===== config.mk =====
export PLATFORM = sky130hd
export DESIGN_NAME = linear_attack_decay_envelope
export DESIGN_NICKNAME = d
export VERILOG_FILES = /design/src/rtl/lade_pkg.sv /design/src/rtl/lade_ctrl.sv /design/src/rtl/lade_dp.sv /design/src/rtl/linear_attack_decay_envelope.sv
export SDC_FILE = /design/constraint.sdc
export NUM_CORES = 1
export LEC_CHECK = 0
export BUFFER_PORTS_ARGS = -buffer_cell sky130_fd_sc_hd__buf_2
export CORE_ASPECT_RATIO = 2
export CORE_MARGIN = 5
export CORE_UTILIZATION = 67
export CTS_BUF_LIST = sky130_fd_sc_hd__clkbuf_4 sky130_fd_sc_hd__clkbuf_8 sky130_fd_sc_hd__clkbuf_16
export DETAILED_ROUTE_END_ITERATION = 8
export GPL_ROUTABILITY_DRIVEN = 1
export PLACE_DENSITY_LB_ADDON = 0.25
export SLEW_MARGIN = 20
export SYNTH_ARGS = -nofsm -noshare
export SYNTH_HDL_FRONTEND = slang
export SYNTH_SLANG_ARGS = --single-unit

===== constraint.sdc =====
create_clock -name aclk -period 16 [get_ports aclk]
set_input_delay 1.6 -clock aclk [delete_from_list [all_inputs] [get_ports aclk]]
set_output_delay 1.6 -clock aclk [all_outputs]
set_load 0.01 [all_outputs]

===== src/rtl/lade_pkg.sv =====
// Shared types and constants for the linear attack/decay envelope.
package lade_pkg;

    localparam int LENGTH_BITS_DEF    = 24;
    localparam int GAIN_FRAC_BITS_DEF = 16;

    localparam int SAMPLE_W = 16;
    localparam int CFG_W    = 24;
    localparam int CFG_IDX_W = 2;

    typedef enum logic [CFG_IDX_W-1:0] {
        CFG_ATTACK = 2'd0,
        CFG_DECAY  = 2'd1,
        CFG_CLIP   = 2'd2
    } cfg_idx_t;

    typedef enum logic [2:0] {
        ST_IDLE,
        ST_SETUP,
        ST_DIV,
        ST_MUL,
        ST_OUT
    } state_t;

    typedef struct packed {
        logic load_in;
        logic setup;
        logic div_step;
        logic mul;
        logic load_out;
    } cmd_t;

    typedef struct packed {
        logic need_div;
        logic out_busy;
    } status_t;

endpackage


===== src/rtl/lade_ctrl.sv =====
// Sequencer for the envelope: accept, region select, divide, multiply, output.
module lade_ctrl #(
    parameter int GAIN_FRAC_BITS = lade_pkg::GAIN_FRAC_BITS_DEF
) (
    input  logic             aclk,
    input  logic             aresetn,
    input  logic             s_tvalid,
    output logic             s_tready,
    input  lade_pkg::status_t status,
    output lade_pkg::cmd_t    cmd
);
    import lade_pkg::*;

    localparam int CNT_W = $clog2(GAIN_FRAC_BITS + 1);

    state_t           state_reg, state_next;
    logic [CNT_W-1:0] cnt_reg, cnt_next;

    always_ff @(posedge aclk) begin
        if (!aresetn) begin
            state_reg <= ST_IDLE;
            cnt_reg   <= '0;
        end else begin
            state_reg <= state_next;
            cnt_reg   <= cnt_next;
        end
    end

    always_comb begin
        state_next = state_reg;
        cnt_next   = cnt_reg;
        cmd        = '0;
        s_tready   = 1'b0;
        unique case (state_reg)
            ST_IDLE: begin
                s_tready = 1'b1;
                if (s_tvalid) begin
                    cmd.load_in = 1'b1;
                    state_next  = ST_SETUP;
                end
            end
            ST_SETUP: begin
                cmd.setup  = 1'b1;
                cnt_next   = '0;
                state_next = status.need_div ? ST_DIV : ST_MUL;
            end
            ST_DIV: begin
                // one quotient bit per cycle, MSB first
                cmd.div_step = 1'b1;
                cnt_next     = cnt_reg + 1'b1;
                if (cnt_reg == CNT_W'(GAIN_FRAC_BITS)) begin
                    state_next = ST_MUL;
                end
            end
            ST_MUL: begin
                cmd.mul    = 1'b1;
                state_next = ST_OUT;
            end
            ST_OUT: begin
                // hold until the output register frees up
                if (!status.out_busy) begin
                    cmd.load_out = 1'b1;
                    state_next   = ST_IDLE;
                end
            end
            default: begin
                state_next = ST_IDLE;
            end
        endcase
    end

`ifndef ASSERT_OFF
    a_cmd_onehot: assert property (@(posedge aclk) disable iff (!aresetn)
        $onehot0(cmd))
        else $error("more than one datapath command at once");

    a_no_overwrite: assert property (@(posedge aclk) disable iff (!aresetn)
        cmd.load_out |-> !status.out_busy)
        else $error("output register loaded while a beat is pending");

    a_div_length: assert property (@(posedge aclk) disable iff (!aresetn)
        (cmd.div_step && cnt_reg == CNT_W'(GAIN_FRAC_BITS)) |=> cmd.mul)
        else $error("multiply does not follow the last divide step");
`endif

endmodule


===== src/rtl/lade_dp.sv =====
// Datapath: config registers, position counter, serial divider, multiplier, output register.
module lade_dp #(
    parameter int LENGTH_BITS    = lade_pkg::LENGTH_BITS_DEF,
    parameter int GAIN_FRAC_BITS = lade_pkg::GAIN_FRAC_BITS_DEF
) (
    input  logic                                 aclk,
    input  logic                                 aresetn,
    input  logic                                 cfg_we,
    input  logic [lade_pkg::CFG_IDX_W-1:0]       cfg_idx,
    input  logic [lade_pkg::CFG_W-1:0]           cfg_wdata,
    input  logic [lade_pkg::SAMPLE_W-1:0]        s_tdata,
    input  logic                                 s_tlast,
    output logic                                 m_tvalid,
    input  logic                                 m_tready,
    output logic [lade_pkg::SAMPLE_W-1:0]        m_tdata,
    output logic                                 m_tlast,
    input  lade_pkg::cmd_t                       cmd,
    output lade_pkg::status_t                    status
);
    import lade_pkg::*;

    localparam int L = LENGTH_BITS;
    localparam int F = GAIN_FRAC_BITS;
    localparam int G = F + 1;
    localparam int P = SAMPLE_W + G + 1;
    localparam logic [G-1:0] GAIN_ONE = {1'b1, {F{1'b0}}};
    localparam logic [L-1:0] POS_MAX  = {L{1'b1}};

    logic [L-1:0] attack_reg, decay_reg, clip_reg;
    logic [L-1:0] pos_reg, pos_next;
    logic signed [SAMPLE_W-1:0] sample_reg;
    logic         last_reg;
    logic [L:0]   rem_reg, rem_next;
    logic [L-1:0] dvs_reg, dvs_next;
    logic [G-1:0] quo_reg, quo_next;
    logic signed [P-1:0] prod_reg;
    logic [SAMPLE_W-1:0] out_data_reg;
    logic         out_last_reg;
    logic         out_valid_reg, out_valid_next;

    // region decode
    logic         past_clip, in_attack, in_decay, decay_zero;
    logic [L:0]   pos_plus_decay;
    logic         need_div;
    logic [G-1:0] const_gain;
    logic [L-1:0] div_num, div_den;

    // divide step
    logic         ge;
    logic [L:0]   diff, r_new;

    always_comb begin
        pos_plus_decay = {1'b0, pos_reg} + {1'b0, decay_reg};
        past_clip  = pos_reg > clip_reg;
        in_attack  = pos_reg < attack_reg;
        in_decay   = pos_plus_decay >= {1'b0, clip_reg};
        decay_zero = (pos_reg >= clip_reg) || (decay_reg == '0);
        need_div   = 1'b0;
        const_gain = GAIN_ONE;
        div_num    = pos_reg;
        div_den    = attack_reg;
        if (past_clip) begin
            const_gain = '0;
        end else if (in_attack) begin
            need_div = 1'b1;
        end else if (in_decay) begin
            if (decay_zero) begin
                const_gain = '0;
            end else begin
                need_div = 1'b1;
                div_num  = clip_reg - pos_reg;
                div_den  = decay_reg;
            end
        end
    end

    assign status.need_div = need_div;
    assign status.out_busy = out_valid_reg && !m_tready;

    // restoring divide: numerator never exceeds divisor, so G steps cover the quotient
    always_comb begin
        diff  = rem_reg - {1'b0, dvs_reg};
        ge    = rem_reg >= {1'b0, dvs_reg};
        r_new = ge ? diff : rem_reg;
    end

    always_comb begin
        rem_next = rem_reg;
        dvs_next = dvs_reg;
        quo_next = quo_reg;
        if (cmd.setup) begin
            rem_next = {1'b0, div_num};
            dvs_next = div_den;
            quo_next = need_div ? '0 : const_gain;
        end else if (cmd.div_step) begin
            rem_next = {r_new[L-1:0], 1'b0};
            quo_next = {quo_reg[G-2:0], ge};
        end
    end

    always_comb begin
        pos_next = pos_reg;
        if (cmd.load_out) begin
            if (last_reg) begin
                pos_next = '0;
            end else if (pos_reg != POS_MAX) begin
                pos_next = pos_reg + 1'b1;
            end
        end
    end

    always_comb begin
        out_valid_next = out_valid_reg;
        if (cmd.load_out) begin
            out_valid_next = 1'b1;
        end else if (m_tready) begin
            out_valid_next = 1'b0;
        end
    end

    // control state
    always_ff @(posedge aclk) begin
        if (!aresetn) begin
            attack_reg    <= '0;
            decay_reg     <= '0;
            clip_reg      <= '0;
            pos_reg       <= '0;
            out_valid_reg <= 1'b0;
        end else begin
            pos_reg       <= pos_next;
            out_valid_reg <= out_valid_next;
            if (cfg_we) begin
                unique case (cfg_idx)
                    CFG_ATTACK: attack_reg <= L'(cfg_wdata);
                    CFG_DECAY:  decay_reg  <= L'(cfg_wdata);
                    CFG_CLIP:   clip_reg   <= L'(cfg_wdata);
                    default: ;
                endcase
            end
        end
    end

    // payload
    always_ff @(posedge aclk) begin
        rem_reg <= rem_next;
        dvs_reg <= dvs_next;
        quo_reg <= quo_next;
        if (cmd.load_in) begin
            sample_reg <= s_tdata;
            last_reg   <= s_tlast;
        end
        if (cmd.mul) begin
            prod_reg <= P'(sample_reg) * P'($signed({1'b0, quo_reg}));
        end
        if (cmd.load_out) begin
            // floor shift of the Q16 product
            out_data_reg <= prod_reg[F+SAMPLE_W-1:F];
            out_last_reg <= last_reg;
        end
    end

    assign m_tvalid = out_valid_reg;
    assign m_tdata  = out_data_reg;
    assign m_tlast  = out_last_reg;

`ifndef ASSERT_OFF
    a_rem_bound: assert property (@(posedge aclk) disable iff (!aresetn)
        cmd.div_step |-> (rem_reg < {dvs_reg, 1'b0}))
        else $error("divider remainder out of range");

    a_gain_bound: assert property (@(posedge aclk) disable iff (!aresetn)
        cmd.mul |-> (quo_reg <= GAIN_ONE))
        else $error("gain above unity");

    a_pos_restart: assert property (@(posedge aclk) disable iff (!aresetn)
        (cmd.load_out && last_reg) |=> (pos_reg == '0))
        else $error("position not cleared after last beat");
`endif

endmodule


===== src/rtl/linear_attack_decay_envelope.sv =====
// Top level of the linear attack/decay envelope: sequencer plus datapath.
//
//  port group  | dir | content
//  s_*         | in  | tdata[15:0] sample_in, tlast last_in
//  m_*         | out | tdata[15:0] sample_out, tlast last_out
//  cfg_*       | in  | write: 0 attack_samples, 1 decay_samples, 2 clip_samples
//
// One beat at a time: accept, region select, divide (ramps only), multiply, output load;
// the output load waits while the previous result is still pending.
// The restoring divider produces one quotient bit per cycle.
// The next beat is taken while the previous result waits in the output register.
// aresetn is synchronous: config registers read 0, position 0, no result pending.
module linear_attack_decay_envelope #(
    parameter int LENGTH_BITS    = lade_pkg::LENGTH_BITS_DEF,
    parameter int GAIN_FRAC_BITS = lade_pkg::GAIN_FRAC_BITS_DEF
) (
    input  logic                           aclk,
    input  logic                           aresetn,
    input  logic                           cfg_we,
    input  logic [lade_pkg::CFG_IDX_W-1:0] cfg_idx,
    input  logic [lade_pkg::CFG_W-1:0]     cfg_wdata,
    input  logic                           s_tvalid,
    output logic                           s_tready,
    input  logic [lade_pkg::SAMPLE_W-1:0]  s_tdata,  // [15:0] sample_in
    input  logic                           s_tlast,
    output logic                           m_tvalid,
    input  logic                           m_tready,
    output logic [lade_pkg::SAMPLE_W-1:0]  m_tdata,  // [15:0] sample_out
    output logic                           m_tlast
);
    import lade_pkg::*;

    cmd_t    cmd;
    status_t status;

    lade_ctrl #(
        .GAIN_FRAC_BITS(GAIN_FRAC_BITS)
    ) u_ctrl (
        .aclk    (aclk),
        .aresetn (aresetn),
        .s_tvalid(s_tvalid),
        .s_tready(s_tready),
        .status  (status),
        .cmd     (cmd)
    );

    lade_dp #(
        .LENGTH_BITS   (LENGTH_BITS),
        .GAIN_FRAC_BITS(GAIN_FRAC_BITS)
    ) u_dp (
        .aclk     (aclk),
        .aresetn  (aresetn),
        .cfg_we   (cfg_we),
        .cfg_idx  (cfg_idx),
        .cfg_wdata(cfg_wdata),
        .s_tdata  (s_tdata),
        .s_tlast  (s_tlast),
        .m_tvalid (m_tvalid),
        .m_tready (m_tready),
        .m_tdata  (m_tdata),
        .m_tlast  (m_tlast),
        .cmd      (cmd),
        .status   (status)
    );

endmodule


==> impl_summary.log, run 1 <==
INFO  metric status = complete, no violations
INFO  metric synth_top_family_by_area = adder cells
INFO  metric die_height = 267.5 um
INFO  metric pin_count_of_the_biggest_net_entering_global_routing = 83
INFO  metric stdcell_area = 0.02358 mm^2
INFO  metric drt-wirelength-per-cell = 22.37 um
INFO  metric global_route_wire_length_before_repair = 100200 um
INFO  metric grt-ovfl-total = 0
INFO  metric final_number_of_hold_violating_endpoints = 0
INFO  metric synth_area = 0.02222 mm^2
INFO  metric fin_cells = 2877
INFO  metric ctsLongestPathBuffers = 3
INFO  metric final_net_count = 2920
INFO  metric clk-insertion-delay-late = 540 ps
INFO  metric tns = 0 ps
INFO  metric dieArea = 0.03712 mm^2
INFO  metric ys_seq_elements = 221
INFO  metric drt_drc_violations_left = 0
INFO  metric global_route.usage.total = 0.3476
INFO  metric mostFrequentLayoutCell = sky130_fd_sc_hd__inv_1
INFO  metric crit_path_max_fanout = 17
INFO  metric detailed_place.area = 0.02283 mm^2
INFO  metric via_count_of_the_first_global_routing_pass = 19300
INFO  metric worst_endpoint_required_time = 16340 ps
INFO  metric numPortBuffers = 66
INFO  metric startpoint_type = register
INFO  metric synthesis.area_per_instance = 9.218 um^2
INFO  metric synth_cell_type_count = 71
INFO  metric htreeDepth = 1
INFO  metric cts_repair_resize_count = 0
INFO  metric dr_total_vias = 17420
INFO  metric final_critical_period = 7346 ps
INFO  metric antennaDiodeCount = 0
INFO  metric synth_warnings = 0
INFO  metric synth_seq_area_share = 0.2510
INFO  metric die_width = 138.8 um
INFO  metric largest_register_ffs = 25
INFO  metric synth_flop_cell = sky130_fd_sc_hd__edfxtp_1
INFO  metric ant_nets = 0
INFO  metric post_route_cells_drive_above_1_share = 0.05562
INFO  metric routabilityCongestion = 1.026
INFO  metric hold_buffers = 0
INFO  metric postSynthNetCount = 2900
INFO  metric root_buffer = sky130_fd_sc_hd__clkbuf_16
INFO  metric synth_enable_flop_cells = 115
INFO  metric clock_slew_at_the_register_clock_pins_of_the_worst_setup_and_hold_paths = 60 ps
INFO  metric pin_count = 67
INFO  metric first_pass_iteration_count_of_the_detailed_router = 6
INFO  metric final.fill_count = 2542
INFO  metric dp.final_hpwl = 51460 um
INFO  metric synth_compound_area_frac = 0.1063
INFO  metric synth_xor_xnor_area_share = 0.03903
INFO  metric slew_viol_final = 0
INFO  metric floorplan.core_area = 0.03281 mm^2
INFO  metric post-route-period-util = 0.4591
INFO  metric max_clock_skew = 25.92 ps
INFO  metric setup.worst_path.class = register to register
INFO  metric max-slew-margin-rel = 0.2904
INFO  metric clock_sink_count = 221
INFO  metric drv_cap = 0
INFO  metric number_of_design_rule_violations_left_by_the_first_detailed_router_iteration = 890
INFO  metric dp.cells = 2837
INFO  metric post_cts.repair.setup_buffers = 0
INFO  metric tritoncts = built
INFO  metric rsz0062_at_grt = false
INFO  metric final-seq-area = 0.005575 mm^2
INFO  metric worstHoldPathType = register to register
INFO  metric post_synth_and_or_nand_nor_area_fraction = 0.1640
INFO  metric setup-violations-final = 0
INFO  metric cell_row_count = 94
INFO  metric finalWirelength = 64360 um
INFO  metric start_util = 0.6770
INFO  metric synth_async_sr_flop_share = 0
INFO  metric area_grow_syn2layout = 6.139%
INFO  metric tritoncts.num_buffers = 22
INFO  metric multi_input_comb_area = 0.01491 mm^2
INFO  metric final_cell_mix = sky130_fd_sc_hd__inv_1, sky130_fd_sc_hd__nand2_1, sky130_fd_sc_hd__ha_1, sky130_fd_sc_hd__fa_1, sky130_fd_sc_hd__and2_1
INFO  metric adder_cell_area_share_of_the_yosys_netlist = 0.3199
INFO  metric synthMuxAreaShare = 0.04123
INFO  metric max_clock_freq = 0.1361 GHz
INFO  metric netlist_instances = 2410
INFO  metric worstPathArrival = 7690 ps
INFO  metric worstSetupEndpointType = register
INFO  metric worst_pin_slew = 1055 ps
INFO  metric antenna_violations_before_repair = 1
INFO  metric detail_route.vias_per_cell = 6.056
==> worst paths after layout <==
path	startpoint	end	slack [ps]	depth (start not counted)
max	u_dp.quo_reg[14]	u_dp.prod_reg[30]	8650	21
min	u_dp.prod_reg[30]	u_dp.m_tdata[14]	420	0
max reg2reg	u_dp.quo_reg[14]	u_dp.prod_reg[30]	8650	21
min reg2reg	u_dp.prod_reg[30]	u_dp.m_tdata[14]	420	0
==> area by class of cell <==
type,count,share of cell area
inverter,374,0.05954
clock buffer,31,0.02823
multi-input combinational,1733,0.6322
sequential,221,0.2364
timing repair buffer,78,0.01809
clock inverter,8,0.002547
tap,432,0.02292
==> cell usage after synthesis (all sizes together) (27+ instances only) <==
| library cell | n | share of area |
|---|---|---|
| and2 | 159 | 0.045 |
| inv | 374 | 0.063 |
| mux2i | 60 | 0.027 |
| a21o | 61 | 0.021 |
| a21boi | 77 | 0.026 |
| nor3 | 27 | 0.0061 |
| xnor2 | 73 | 0.029 |
| nor2 | 107 | 0.018 |
| a21oi | 71 | 0.016 |
| o21ai | 40 | 0.0090 |
| mux2 | 28 | 0.014 |
| ha | 232 | 0.13 |
| dfxtp | 106 | 0.096 |
| edfxtp | 115 | 0.16 |
| nand2 | 326 | 0.055 |
| clkbuf | 72 | 0.012 |
| fa | 210 | 0.19 |
==> stage by stage <==
stage | util | hold WS, ps | worst slack, ps
2_1_floorplan | - | 400.3 | 9842
3_3_place_gp | 0.6959 | 403.1 | 8947
3_5_place_dp | 0.6959 | 406.6 | 8810
4_1_cts | 0.7180 | 418.5 | 8780
5_1_grt | 0.7186 | 425.2 | 8408
6_report | 0.7186 | 415.9 | 8654
==> metal layers <==
metal  GRT usage  share of wire  up-vias
met2      0.6704           0.55      622
met5           0        0.00020        -
met4      0.3377           0.12        2
li1            -              -     7914
met3     0.04056          0.039      362
met1      0.2964           0.30     8522
==> worst max-delay path: stages (launching register included) <==
cell	delay (ps)
sky130_fd_sc_hd__edfxtp_1	910
sky130_fd_sc_hd__nand2_1	180
sky130_fd_sc_hd__fa_1	550
sky130_fd_sc_hd__fa_1	490
sky130_fd_sc_hd__fa_1	550
sky130_fd_sc_hd__inv_1	60
sky130_fd_sc_hd__fa_1	540
sky130_fd_sc_hd__fa_1	520
sky130_fd_sc_hd__inv_1	50
sky130_fd_sc_hd__fa_1	470
sky130_fd_sc_hd__inv_1	40
sky130_fd_sc_hd__ha_1	340
sky130_fd_sc_hd__nand4_1	110
sky130_fd_sc_hd__a21oi_1	340
sky130_fd_sc_hd__nand4_1	130
sky130_fd_sc_hd__o21ai_0	730
sky130_fd_sc_hd__a21o_1	250
sky130_fd_sc_hd__o221a_2	250
sky130_fd_sc_hd__a41oi_1	150
sky130_fd_sc_hd__nand2b_1	140
sky130_fd_sc_hd__a21oi_1	100
sky130_fd_sc_hd__xnor2_1	240
==> cells by family (layout without fill, tap and decap cells) <==
kind of cell	Yosys count	count (layout)
simple gates	760	760
buf+inv	456	491
fa+ha+maj	442	442
compound gates	344	344
flops	221	221
xor+xnor	99	99
mux	88	88
Power of run 1 is left out: the tool's default activity adds up to more than one toggle a clock period on the data nets, which glitch-free logic cannot reach.
==> inputs of run 2 (changes only) <==
--- a/config.mk
+++ b/config.mk
@@ -8,7 +8,7 @@
 export BUFFER_PORTS_ARGS = -buffer_cell sky130_fd_sc_hd__buf_2
 export CORE_ASPECT_RATIO = 2
 export CORE_MARGIN = 5
-export CORE_UTILIZATION = 67
+export CORE_UTILIZATION = 59
 export CTS_BUF_LIST = sky130_fd_sc_hd__clkbuf_4 sky130_fd_sc_hd__clkbuf_8 sky130_fd_sc_hd__clkbuf_16
 export DETAILED_ROUTE_END_ITERATION = 8
 export GPL_ROUTABILITY_DRIVEN = 1
==> constraint.sdc (replaced) <==
create_clock -name aclk -period 6 [get_ports aclk]
set_input_delay 0.6 -clock aclk [delete_from_list [all_inputs] [get_ports aclk]]
set_output_delay 0.6 -clock aclk [all_outputs]
set_load 0.01 [all_outputs]
==> run 2 against run 1 <==
Against the previous run:
- the flow now finishes with violations (setup timing)
- critical path depth rose by 1
- routed wire length increased by 3.5%
- register-to-register slack worse by 8700 ps
- sequential share of layout area down 1.7 points
- worst hold slack lost 180 ps
- via count up 2.6%
- maximum frequency up 21%
- non-clock buffer count rose by 171
==> impl_summary.log, run 2 (synthesis gave the netlist of run 1 again) <==
INFO  metric first_pass_iteration_count_of_the_detailed_router = 6 (unchanged)
INFO  metric setup-violations-final = 3 (was 0)
INFO  metric failed_checks = setup timing
INFO  metric via_count_of_the_first_global_routing_pass = 19310 (was 19300)
INFO  metric hold_buffers = 0 (unchanged)
INFO  metric fin_util = 0.6812 (was 0.7186)
INFO  metric max_clock_freq = 0.1641 GHz (was 0.1361 GHz)
INFO  metric crit_path_max_fanout = 4 (was 17)
INFO  metric startpoint = u_dp.sample_reg[10] (was u_dp.quo_reg[14])
INFO  metric ant_nets = 0 (unchanged)
INFO  metric drv_cap = 0 (unchanged)
INFO  metric post-route-period-util = 1.016 (was 0.4591)
INFO  metric max_clock_skew = 26.18 ps (was 25.92 ps)
INFO  metric final_number_of_hold_violating_endpoints = 0 (unchanged)
INFO  metric tritoncts = built (unchanged)
INFO  metric area_grow_syn2layout = 14.33% (was 6.139%)
INFO  metric crit-reg2reg-capture = u_dp.prod_reg[31] (was u_dp.prod_reg[30])
INFO  metric final.fill_count = 2999 (was 2542)
INFO  metric final_net_count = 3092 (was 2920)
INFO  metric dr_total_vias = 17880 (was 17420)
INFO  metric min_delay_path_depth = 1 (was 0)
INFO  metric clock_sink_count = 221 (unchanged)
INFO  metric r2r_setup_slack = -90 ps (was 8650 ps)
INFO  metric mostFrequentLayoutCell = sky130_fd_sc_hd__inv_1 (unchanged)
INFO  metric tritoncts.num_buffers = 23 (was 22)
INFO  metric detail_route.vias_per_cell = 5.808 (was 6.056)
INFO  metric cell_row_count = 100 (was 94)
INFO  metric die_width = 147.2 um (was 138.8 um)
INFO  metric slew_viol_final = 0 (unchanged)
INFO  metric global_route_wire_length_before_repair = 101900 um (was 100200 um)
INFO  metric numPortBuffers = 66 (unchanged)
INFO  metric status = complete, but fails checks (was complete, no violations)
INFO  metric worst_pin_slew = 1095 ps (was 1055 ps)
INFO  metric number_of_design_rule_violations_left_by_the_first_detailed_router_iteration = 807 (was 890)
INFO  metric dieArea = 0.04187 mm^2 (was 0.03712 mm^2)
INFO  metric worst_slack = -94.76 ps (was 8654 ps)
INFO  metric start_util = 0.5958 (was 0.6770)
INFO  metric worstHoldPathType = input port to register (was register to register)
INFO  metric rsz0062_at_grt = true (was false)
INFO  metric clk-insertion-delay-late = 550 ps (was 540 ps)
INFO  metric root_buffer = sky130_fd_sc_hd__clkbuf_16 (unchanged)
INFO  metric global_route.usage.total = 0.3180 (was 0.3476)
INFO  metric post_route_cells_drive_above_1_share = 0.1451 (was 0.05562)
INFO  metric stdcell_area = 0.02540 mm^2 (was 0.02358 mm^2)
INFO  metric crit_chain = and2_4, fa_1, inv_1, fa_1, inv_1, fa_2, fa_2, fa_1, inv_1, fa_1, inv_1, ha_4, nand4_1, a21oi_2, nand4_1, o21ai_4, a21o_1, o221a_4, a41oi_4, buf_4, a21oi_2, xnor2_1 (was nand2_1, fa_1, fa_1, fa_1, inv_1, fa_1, fa_1, inv_1, fa_1, inv_1, ha_1, nand4_1, a21oi_1, nand4_1, o21ai_0, a21o_1, o221a_2, a41oi_1, nand2b_1, a21oi_1, xnor2_1)
INFO  metric final_cell_mix = sky130_fd_sc_hd__inv_1, sky130_fd_sc_hd__nand2_1, sky130_fd_sc_hd__ha_1, sky130_fd_sc_hd__fa_1, sky130_fd_sc_hd__buf_4 (was sky130_fd_sc_hd__inv_1, sky130_fd_sc_hd__nand2_1, sky130_fd_sc_hd__ha_1, sky130_fd_sc_hd__fa_1, sky130_fd_sc_hd__and2_1)
INFO  metric startpoint_type = register (unchanged)
INFO  metric finalWirelength = 66600 um (was 64360 um)
INFO  metric worstPathArrival = 6380 ps (was 7690 ps)
INFO  metric worstSetupEndpointType = register (unchanged)
INFO  metric max-slew-margin-rel = 0.2700 (was 0.2904)
INFO  metric timing.hold.worst.start = s_tlast (was u_dp.prod_reg[30])
INFO  metric clock_slew_at_the_register_clock_pins_of_the_worst_setup_and_hold_paths = 60 ps (about the same)
INFO  metric routabilityCongestion = 1.009 (was 1.026)
INFO  metric timing.hold.worst_endpoint = u_dp.last_reg (was u_dp.m_tdata[14])
INFO  metric grt-ovfl-total = 0 (unchanged)
INFO  metric htreeDepth = 1 (unchanged)
INFO  metric largest_register_ffs = 25 (unchanged)
INFO  metric drt-wirelength-per-cell = 21.64 um (was 22.37 um)
INFO  metric worst_endpoint_required_time = 6280 ps (was 16340 ps)
INFO  metric final_critical_period = 6095 ps (was 7346 ps)
INFO  metric antenna_violations_before_repair = 0 (was 1)
INFO  metric crit_path_top_delay_cell = sky130_fd_sc_hd__fa_2 (was sky130_fd_sc_hd__edfxtp_1)
INFO  metric worst_r2r_startpoint = u_dp.sample_reg[10] (was u_dp.quo_reg[14])
INFO  metric tns = -212.8 ps (was 0 ps)
INFO  metric dp.final_hpwl = 55260 um (was 51460 um)
INFO  metric detailed_place.area = 0.02407 mm^2 (was 0.02283 mm^2)
INFO  metric pin_count = 67 (unchanged)
INFO  metric ctsLongestPathBuffers = 3 (unchanged)
INFO  metric pin_count_of_the_biggest_net_entering_global_routing = 83 (unchanged)
INFO  metric die_height = 284.4 um (was 267.5 um)
INFO  metric ff2ff_path_depth = 22 (was 21)
INFO  metric cpPeakStageDelay = 630 ps (was 910 ps)
INFO  metric antennaDiodeCount = 0 (unchanged)
INFO  metric drt_drc_violations_left = 0 (unchanged)
INFO  metric floorplan.core_area = 0.03729 mm^2 (was 0.03281 mm^2)
INFO  metric setup.worst_path.class = register to register (unchanged)
run 2: how the worst max path moves through the flow:
stage / endpoint / cells past startpoint / slack [ps]
2_1_floorplan: u_dp.prod_reg[30] / 23 / 20
3_3_place_gp: u_dp.prod_reg[30] / 22 / -340
3_5_place_dp: u_dp.prod_reg[30] / 23 / -410
4_1_cts: u_dp.prod_reg[30] / 21 / -20
5_1_grt: u_dp.prod_reg[28] / 21 / -320
6_report: u_dp.prod_reg[31] / 22 / -90
run 2: layer usage:
layer | wire length, um | share of wire | global-route usage
met1 | 18490 | 0.28 | 0.2513
met2 | 36610 | 0.55 | 0.6140
met3 | 2099 | 0.032 | 0.03252
met4 | 9408 | 0.14 | 0.3488
met5 | 0 | 0 | 0
run 2: metrics by stage:
| stage | instances | hold slack [ps] | setup WS (ps) |
|---|---|---|---|
| floorplan | 2410 | 400.3 | 16.02 |
| global placement | 3010 | 404.8 | -340.0 |
| detailed placement | 3012 | 406.6 | -413.3 |
| CTS | 3070 | 216.6 | -22.48 |
| global route | 3078 | 215.8 | -322.2 |
| finish | 3078 | 233.6 | -94.76 |
run 2: layout make-up:
cell class                      instances  area [um^2]  share of cell area
Clock buffer                           30        686.9             0.02704
Clock inverter                         12        81.33            0.003202
Inverter                              374         1404             0.05527
Multi-Input combinational cell       1733        15210              0.5987
Sequential cell                       221         5575              0.2195
Tap cell                              459        574.3             0.02261
Timing Repair Buffer                  249         1871             0.07365
run 2: what timing repair did:
item,in CTS,in global routing
pin swaps,45,17
gates resized for setup,65,32
setup buffers,18,8
endpoints found under the setup margin,8,58
run 2: critical path, delay by kind of cell, from the launching register on:
kind / cells / cell delay, ps
AND/OR/NAND/NOR: 3 / 470
AO/OA/AOI/OAI: 6 / 1020
XOR/XNOR: 1 / 80
flip-flops: 1 / 500
buffers and inverters: 5 / 380
adder cells (fa/ha/maj): 7 / 3420
Power of run 2 is left out for the same reason.
==> inputs of run 3 (changes only) <==
--- a/config.mk
+++ b/config.mk
@@ -13,7 +13,7 @@
 export DETAILED_ROUTE_END_ITERATION = 8
 export GPL_ROUTABILITY_DRIVEN = 1
 export PLACE_DENSITY_LB_ADDON = 0.25
-export SLEW_MARGIN = 20
+export SKIP_CTS_REPAIR_TIMING = 1
 export SYNTH_ARGS = -nofsm -noshare
 export SYNTH_HDL_FRONTEND = slang
 export SYNTH_SLANG_ARGS = --single-unit
==> run 3 against run 2 <==
Against the previous run:
- the flow still finishes with violations (setup timing)
- die area unchanged
- highest routed layer unchanged
- flip-flop and latch count unchanged
- setup slack lost 8.8 ps
- global-route usage shrank 0.33 points
- non-clock buffer count unchanged
- worst hold slack gained 8.1 ps
- sequential share of layout area up 0.15 points
- largest cell class unchanged
- clock skew fell by 14 ps
==> impl_summary.log, run 3 (synthesis gave the netlist of run 1 again) <==
INFO  metric max_clock_skew = 11.95 ps (was 26.18 ps)
INFO  metric via_count_of_the_first_global_routing_pass = 19030 (was 19310)
INFO  metric first_pass_iteration_count_of_the_detailed_router = 5 (was 6)
INFO  metric floorplan.core_area = 0.03729 mm^2 (unchanged)
INFO  metric final_critical_period = 6104 ps (was 6095 ps)
INFO  metric max_clock_freq = 0.1638 GHz (was 0.1641 GHz)
INFO  metric final_net_count = 3092 (unchanged)
INFO  metric worst_r2r_startpoint = u_dp.sample_reg[10] (unchanged)
INFO  metric worst_pin_slew = 1214 ps (was 1095 ps)
INFO  metric startpoint = u_dp.sample_reg[10] (unchanged)
INFO  metric slew_viol_final = 0 (unchanged)
INFO  metric numPortBuffers = 66 (unchanged)
INFO  metric dr_total_vias = 17690 (was 17880)
INFO  metric cpPeakStageDelay = 590 ps (was 630 ps)
INFO  metric crit_chain = buf_4, and2_1, fa_1, fa_1, fa_1, fa_1, fa_1, inv_1, fa_1, inv_2, ha_4, and2_1, a31oi_1, o21ai_2, a21o_1, o221a_4, a41oi_2, nand2b_1, buf_4, xor2_1 (was and2_4, fa_1, inv_1, fa_1, inv_1, fa_2, fa_2, fa_1, inv_1, fa_1, inv_1, ha_4, nand4_1, a21oi_2, nand4_1, o21ai_4, a21o_1, o221a_4, a41oi_4, buf_4, a21oi_2, xnor2_1)
INFO  metric global_route.usage.total = 0.3147 (was 0.3180)
INFO  metric clock_slew_at_the_register_clock_pins_of_the_worst_setup_and_hold_paths = 70 ps (was 60 ps)
INFO  metric stdcell_area = 0.02523 mm^2 (was 0.02540 mm^2)
INFO  metric ctsLongestPathBuffers = 3 (unchanged)
INFO  metric tritoncts.num_buffers = 23 (unchanged)
INFO  metric clock_sink_count = 221 (unchanged)
INFO  metric final_number_of_hold_violating_endpoints = 0 (unchanged)
INFO  metric tritoncts = built (unchanged)
INFO  metric worstPathArrival = 6380 ps (about the same)
INFO  metric worst_endpoint_required_time = 6280 ps (about the same)
INFO  metric status = complete, but fails checks (unchanged)
INFO  metric rsz0062_at_grt = true (unchanged)
INFO  metric drt-wirelength-per-cell = 21.62 um (was 21.64 um)
INFO  metric start_util = 0.5958 (unchanged)
INFO  metric failed_checks = setup timing (unchanged)
INFO  metric worst_slack = -103.5 ps (was -94.76 ps)
INFO  metric drv_cap = 0 (unchanged)
INFO  metric finalWirelength = 66560 um (was 66600 um)
INFO  metric area_grow_syn2layout = 13.54% (was 14.33%)
INFO  metric final.fill_count = 3079 (was 2999)
INFO  metric root_buffer = sky130_fd_sc_hd__clkbuf_16 (unchanged)
INFO  metric grt-ovfl-total = 0 (unchanged)
INFO  metric post-route-period-util = 1.017 (was 1.016)
INFO  metric clk-insertion-delay-late = 530 ps (was 550 ps)
INFO  metric detail_route.vias_per_cell = 5.747 (was 5.808)
INFO  metric cell_row_count = 100 (unchanged)
INFO  metric max-slew-margin-rel = 0.1906 (was 0.2700)
INFO  metric mostFrequentLayoutCell = sky130_fd_sc_hd__inv_1 (unchanged)
INFO  metric crit_path_frequent_cell = sky130_fd_sc_hd__fa_1
INFO  metric timing.hold.worst.start = s_tlast (unchanged)
INFO  metric pin_count_of_the_biggest_net_entering_global_routing = 83 (unchanged)
INFO  metric post_route_cells_drive_above_1_share = 0.1310 (was 0.1451)
INFO  metric global_route_wire_length_before_repair = 100500 um (was 101900 um)
INFO  metric routabilityCongestion = 1.009 (unchanged)
INFO  metric final_cell_mix = sky130_fd_sc_hd__inv_1, sky130_fd_sc_hd__nand2_1, sky130_fd_sc_hd__ha_1, sky130_fd_sc_hd__fa_1, sky130_fd_sc_hd__buf_4 (unchanged)
INFO  metric tns = -204.5 ps (was -212.8 ps)
INFO  metric dp.final_hpwl = 55120 um (was 55260 um)
INFO  metric ant_nets = 0 (unchanged)
INFO  metric drt_drc_violations_left = 0 (unchanged)
INFO  metric antenna_violations_before_repair = 1 (was 0)
INFO  metric setup.worst_path.class = register to register (unchanged)
INFO  metric worstHoldPathType = input port to register (unchanged)
INFO  metric largest_register_ffs = 25 (unchanged)
INFO  metric htreeDepth = 1 (unchanged)
INFO  metric crit_path_max_fanout = 10 (was 4)
INFO  metric setup-violations-final = 3 (unchanged)
INFO  metric detailed_place.area = 0.02404 mm^2 (was 0.02407 mm^2)
INFO  metric dieArea = 0.04187 mm^2 (unchanged)
INFO  metric crit_path_top_delay_cell = sky130_fd_sc_hd__fa_1 (was sky130_fd_sc_hd__fa_2)
INFO  metric path_delay_family = adder cells (unchanged)
INFO  metric number_of_design_rule_violations_left_by_the_first_detailed_router_iteration = 900 (was 807)
INFO  metric pin_count = 67 (unchanged)
INFO  metric timing.critical_path.buf_inv = 4 (was 5)
INFO  metric worstSetupEndpointType = register (unchanged)
INFO  metric startpoint_type = register (unchanged)
INFO  metric die_width = 147.2 um (unchanged)
INFO  metric die_height = 284.4 um (unchanged)
-- run 3: metrics by stage --
step,setup WS [ps],hold WS [ps],utilization,std cells
final,-103.5,241.7,0.6765,3078
after CTS,-428.9,222.3,0.6652,3051
after global placement,-340.0,404.8,0.6447,3010
after detailed placement,-398.9,406.6,0.6447,3010
after floorplan,16.02,400.3,-,2410
after global routing,-285.3,235.0,0.6765,3078
-- run 3: layer usage --
metal | vias to the layer above | track usage | part of all wire
met5 | - | 0 | 0
met4 | 0 | 0.3362 | 0.14
met3 | 325 | 0.03507 | 0.029
met2 | 513 | 0.6110 | 0.55
met1 | 8603 | 0.2476 | 0.28
li1 | 8248 | - | -
-- run 3: final timing paths --
path,endpoint,slack (ps),cells after the start
max,u_dp.prod_reg[29],-100,20
min reg2reg,u_dp.m_tdata[3],410,0
max reg2reg,u_dp.prod_reg[29],-100,20
min,u_dp.last_reg,240,1
-- run 3: final cells by class --
type | instances | area, um^2 | share of cell area
sequential | 221 | 5575 | 0.2210
multi-input combinational | 1733 | 15070 | 0.5974
timing repair buffer | 249 | 1838 | 0.07286
clock inverter | 12 | 93.84 | 0.003720
inverter | 374 | 1404 | 0.05565
tap | 459 | 574.3 | 0.02277
antenna | 1 | 2.502 | 0.00009920
clock buffer | 29 | 668.1 | 0.02649
Power of run 3 is left out for the same reason.
